`config.mk`:
```
export PLATFORM = sky130hd
export DESIGN_NAME = srq_cell
export DESIGN_NICKNAME = d
export VERILOG_FILES = /design/src/hdl/srq_pkg.sv /design/src/hdl/srq_cell.sv
export SDC_FILE = /design/constraint.sdc
export NUM_CORES = 1
export LEC_CHECK = 0
export ABC_AREA = 1
export BUFFER_PORTS_ARGS = -buffer_cell sky130_fd_sc_hd__buf_2
export CAP_MARGIN = 20
export CORE_AREA = 2 2 232 234
export CTS_CLUSTER_SIZE = 20
export DETAILED_ROUTE_END_ITERATION = 12
export DIE_AREA = 0 0 234 236
export MAX_ROUTING_LAYER = met4
export PLACE_DENSITY = 0.6
export SLEW_MARGIN = 40
export SYNTH_ARGS = -nofsm -noshare
export SYNTH_HDL_FRONTEND = slang
export SYNTH_SLANG_ARGS = --single-unit
```
`constraint.sdc`:
```
create_clock -name aclk -period 6.8 [get_ports aclk]
set_clock_uncertainty 0.05 [all_clocks]
set_input_delay 1.7 -clock aclk [delete_from_list [all_inputs] [get_ports aclk]]
set_output_delay 1.7 -clock aclk [all_outputs]
set_load 0.02 [all_outputs]
```
`src/hdl/srq_pkg.sv`:
```
// ----------------------------------------------------------------------------
// srq_pkg
// Shared types and constants for the sequence reassembly queue.
// ----------------------------------------------------------------------------
package srq_pkg;

    localparam int QUEUE_DEPTH = 8;
    localparam int IDX_W       = $clog2(QUEUE_DEPTH + 1);
    localparam int SEQ_W       = 64;
    localparam int LEN_W       = 16;
    localparam int HELD_W      = 24;

    localparam logic [0:0] REG_INITIAL_NEXT_SEQ = 1'b0;

    localparam logic KIND_DELIVERED = 1'b0;
    localparam logic KIND_STATUS    = 1'b1;

    typedef enum logic [2:0] {
        ST_IDLE,
        ST_TRIM,
        ST_PREV,
        ST_INSERT,
        ST_DELIVER,
        ST_OUT,
        ST_STATUS
    } state_t;

    // one table entry
    typedef struct packed {
        logic             valid;
        logic [SEQ_W-1:0] start;
        logic [LEN_W-1:0] len;
        logic             fin;
    } entry_t;

    // command broadcast from the sequencer to every cell
    typedef struct packed {
        logic             trim_en;    // trim the first entry that overlaps end
        logic             insert_en;  // shift up from position and write new entry
        logic             pop_en;     // shift the whole chain down by one
        logic [SEQ_W-1:0] seg_start;
        logic [SEQ_W-1:0] seg_end;
        logic [LEN_W-1:0] seg_len;
        logic             seg_fin;
    } cell_cmd_t;

    // true when the modular difference is strictly positive
    function automatic logic diff_pos(input logic [SEQ_W-1:0] d);
        return (d != '0) && !d[SEQ_W-1];
    endfunction

endpackage

```
`src/hdl/srq_cell.sv`:
```
// ----------------------------------------------------------------------------
// srq_cell
// One table slot: holds an entry, compares it to the segment and shifts
// with its neighbors on insert, remove and pop.
// ----------------------------------------------------------------------------
module srq_cell
    import srq_pkg::*;
(
    input  logic      aclk,
    input  logic      aresetn,
    input  cell_cmd_t cmd,
    input  logic      clr_en,      // this cell's entry is covered and removed
    input  logic      clr_shift,   // a lower cell was removed: take upper neighbor
    input  logic      ins_here,    // new entry lands here
    input  logic      ins_shift,   // take lower neighbor (insert shifts up)
    input  logic      trim_here,
    input  entry_t    prev_entry,
    input  entry_t    next_entry,
    output entry_t    entry,
    output logic      after_seg,   // entry start is after segment start
    output logic      covered,     // segment end is at or past the entry end
    output logic      overlapped   // segment end falls inside entry
);

    entry_t           entry_reg;
    entry_t           entry_next;
    logic [SEQ_W-1:0] d_end;

    // compare against the segment
    always_comb begin
        d_end      = cmd.seg_end - entry_reg.start;
        after_seg  = diff_pos(entry_reg.start - cmd.seg_start);
        covered    = diff_pos(d_end) && (d_end >= {{(SEQ_W-LEN_W){1'b0}}, entry_reg.len});
        overlapped = diff_pos(d_end) && (d_end <  {{(SEQ_W-LEN_W){1'b0}}, entry_reg.len});
    end

    // next entry
    always_comb begin
        entry_next = entry_reg;
        if (cmd.pop_en || clr_shift || clr_en) begin
            entry_next = next_entry;
        end else if (ins_here) begin
            entry_next.valid = 1'b1;
            entry_next.start = cmd.seg_start;
            entry_next.len   = cmd.seg_len;
            entry_next.fin   = cmd.seg_fin;
        end else if (ins_shift) begin
            entry_next = prev_entry;
        end else if (trim_here) begin
            entry_next.start = cmd.seg_end;
            entry_next.len   = entry_reg.len - d_end[LEN_W-1:0];
        end
    end

    always_ff @(posedge aclk) begin
        if (!aresetn) begin
            entry_reg <= '0;
        end else begin
            entry_reg <= entry_next;
        end
    end

    assign entry = entry_reg;

endmodule

```
==> flow_summary.toml <==
[die]
num_rows = 85
die_h_um = 236
die_width_um = 234
initial_core_util_pct = 34.5
core_mm2 = 0.0531
ios = 404
die_area_mm2 = 0.0552

[global_routing]
overflow = 0
grt_max_degree = 89
grtUsageTotal_pct = 32.9
antenna_found_initial = 3
grt_pass1_wl_um = 133000
grt_pass1_vias = 22000

[critical_path]
cp-start-kind = "input port"
cp.arrival_ns = 4.75
path_max_fanout = 4
crit_type = "input port to primary output"
endpoint_kind = "primary output"
reg2reg_depth = 16
cp.required_ns = 5.05

[sta]
final-hold-violation-count = 0
finalCritPeriodShare_pct = 95.6
slew-limit-headroom_pct = 43.2
maxSlewViolCount = 0
max_freq_ghz = 0.154
finalCriticalPeriod_ns = 6.50
worst_slack_ns = 0.298
worst_slew_pin_slew_ns = 0.852
setup_viol = 0
final.setup.tns_ns = 0
rsz0062_at_grt = "no"

[power]
p_seq_share_pct = 18.7
cellPowerDensity_mw_per_mm2 = 147
vdd_ir_drop_max_mv = 0.125
switching_share_pct = 53.1
p_leak_nw = 12.6
p_comb_share_pct = 63.1
power_frac_clock_pct = 18.2
switchingPower_mw = 1.67
intPower_mw = 1.48

[routing]
wl_per_cell_um = 19.5
drc = 0
via_per_inst = 5.11
antenna_left = 0
vias = 23800
drtIter0Drc = 2064
routed_wl_um = 90700
firstDrtPassIters = 6

[clock_tree]
post_cts_buffers = 0
numCtsBuffers = 9
cts_tree = "built"
clockBufferDepth = 2
cts-root-buf = "clkbuf_16"
ctsResizeCount = 0
cts.sinks = 82
cts_hold_buf = 0
clkLatencyLatePin_ns = 0.39
cts.htree.levels = 3
clk_pin_slew_ns = 0.07

[synthesis]
syn_nets = 4074
synth.avg_cell_area_um2 = 5.09
seq_area_frac_synth_pct = 8.98
ys.flop_type = "dfxtp_1"
ys_warn_count = 0
ys_ff_latch = 82
netlist_area_mm2 = 0.0183
netlist-cell-type-count = 46
synth_edf_count = 0
async_flop_share_pct = 0
syn_inst = 3595

[placement]
io_buffers = 401
dpl_cell_area_mm2 = 0.0210
globalplace.congestion = 1.03
preCtsSetupSlack_ns = 0.0521
hpwl_um = 77700

[run_status]
status = "finished, final reports clean"

[final_layout]
final_common_cell = "nand2_1"
utilization_pct = 40.3
postLayoutCellArea_mm2 = 0.0214
fillers = 6304
layout-drive-gt1-share_pct = 13.5
largest_reg_flops = 82
final_nets = 4420
area.growth.synth_to_final_pct = 16.9
final_cell_mix = "nand2_1, inv_1, buf_2, nor2_1, a21oi_1"

[run]
drv_cap = 0

[hold_path]
hold_path_class = "flip-flop to flip-flop"
hold_depth = 2
==> path summary, 6_finish.rpt <==
path / from / to / slack [ns]
setup reg to reg: entry[17] / entry[14] / 3.22
hold / removal: entry[81] / entry[81] / 0.43
setup / recovery: cmd[17] / covered / 0.30
hold reg to reg: entry[81] / entry[81] / 0.43
==> worst max-delay path: stages <==
cell      delay, ns
buf_2          0.09
inv_1          0.11
ha_1           0.20
inv_1          0.08
fa_2           0.38
nand3_4        0.13
o211ai_1       0.15
xnor2_1        0.29
inv_1          0.07
ha_1           0.34
nand2_1        0.09
inv_1          0.10
nand2_1        0.11
o21a_1         0.23
o21ai_2        0.15
nor2_1         0.10
nand3_1        0.09
nor2_1         0.04
nor2_1         0.13
buf_2          0.18
==> synthesized netlist by cell type (all sizes together) (3+ instances only) <==
cell type	count	area, µm²
a211oi	3	22.5
a21o	5	37.5
a21oi	238	1190
a41oi	3	26.3
and2	4	25.0
and3	3	18.8
buf	6	27.5
clkbuf	72	270
clkinv	3	11.3
dfxtp	82	1640
fa	3	60.1
ha	157	1960
inv	727	2730
nand2	1188	4530
nand3	125	686
nand3b	32	273
nand4	30	188
nor2	424	1690
nor3	93	517
nor4	7	43.8
o211ai	3	22.5
o21a	3	22.5
o21ai	238	1190
o21bai	16	131
o22ai	62	388
o31ai	3	22.5
xnor2	16	140
xor2	41	359
==> logic make-up after synthesis <==
kind of cell    share of synthesized area (%)
simple gates                             43.6
buf+inv                                  16.6
compound gates                           17.0
fa+ha+maj                                11.1
flops                                    8.98
xor+xnor                                 2.73
==> per-layer routing <==
| layer | GRT usage (%) | vias to the layer above | wire length [µm] |
|---|---|---|---|
| li1 | - | 11900 | - |
| met1 | 42.3 | 10600 | 39000 |
| met2 | 52.8 | 1074 | 40400 |
| met3 | 3.59 | 159 | 7590 |
| met4 | 12.2 | 0 | 3730 |
| met5 | - | - | 0 |
==> through the flow <==
stage	hold slack, ns	total power, mW	cells
after CTS	0.427	3.10	4642
after floorplan	0.494	1.85	3595
final	0.427	3.15	4650
after global placement	0.414	2.52	4626
after global routing	0.446	3.38	4646
after detailed placement	0.417	2.52	4626
==> power groups by stage <==
stage                     sequential, mW  combinational [mW]  clock, mW
final                              0.587                1.99      0.574
after global routing               0.586                2.20      0.590
after CTS                          0.583                1.94      0.581
after detailed placement           0.594                1.93          0
after global placement             0.596                1.92          0
after floorplan                    0.599                1.25          0
==> layout make-up <==
| type | instances | area (µm²) | share of cell area [%] |
|---|---|---|---|
| antenna | 8 | 20.0 | 0.0936 |
| timing repair buffer | 413 | 2120 | 9.91 |
| sequential | 82 | 1640 | 7.68 |
| inverter | 730 | 2750 | 12.8 |
| multi-input combinational | 2705 | 13700 | 63.9 |
| tap | 696 | 871 | 4.07 |
| clock inverter | 6 | 72.6 | 0.339 |
| clock buffer | 10 | 239 | 1.12 |
(Power assumes the default switching activity.)
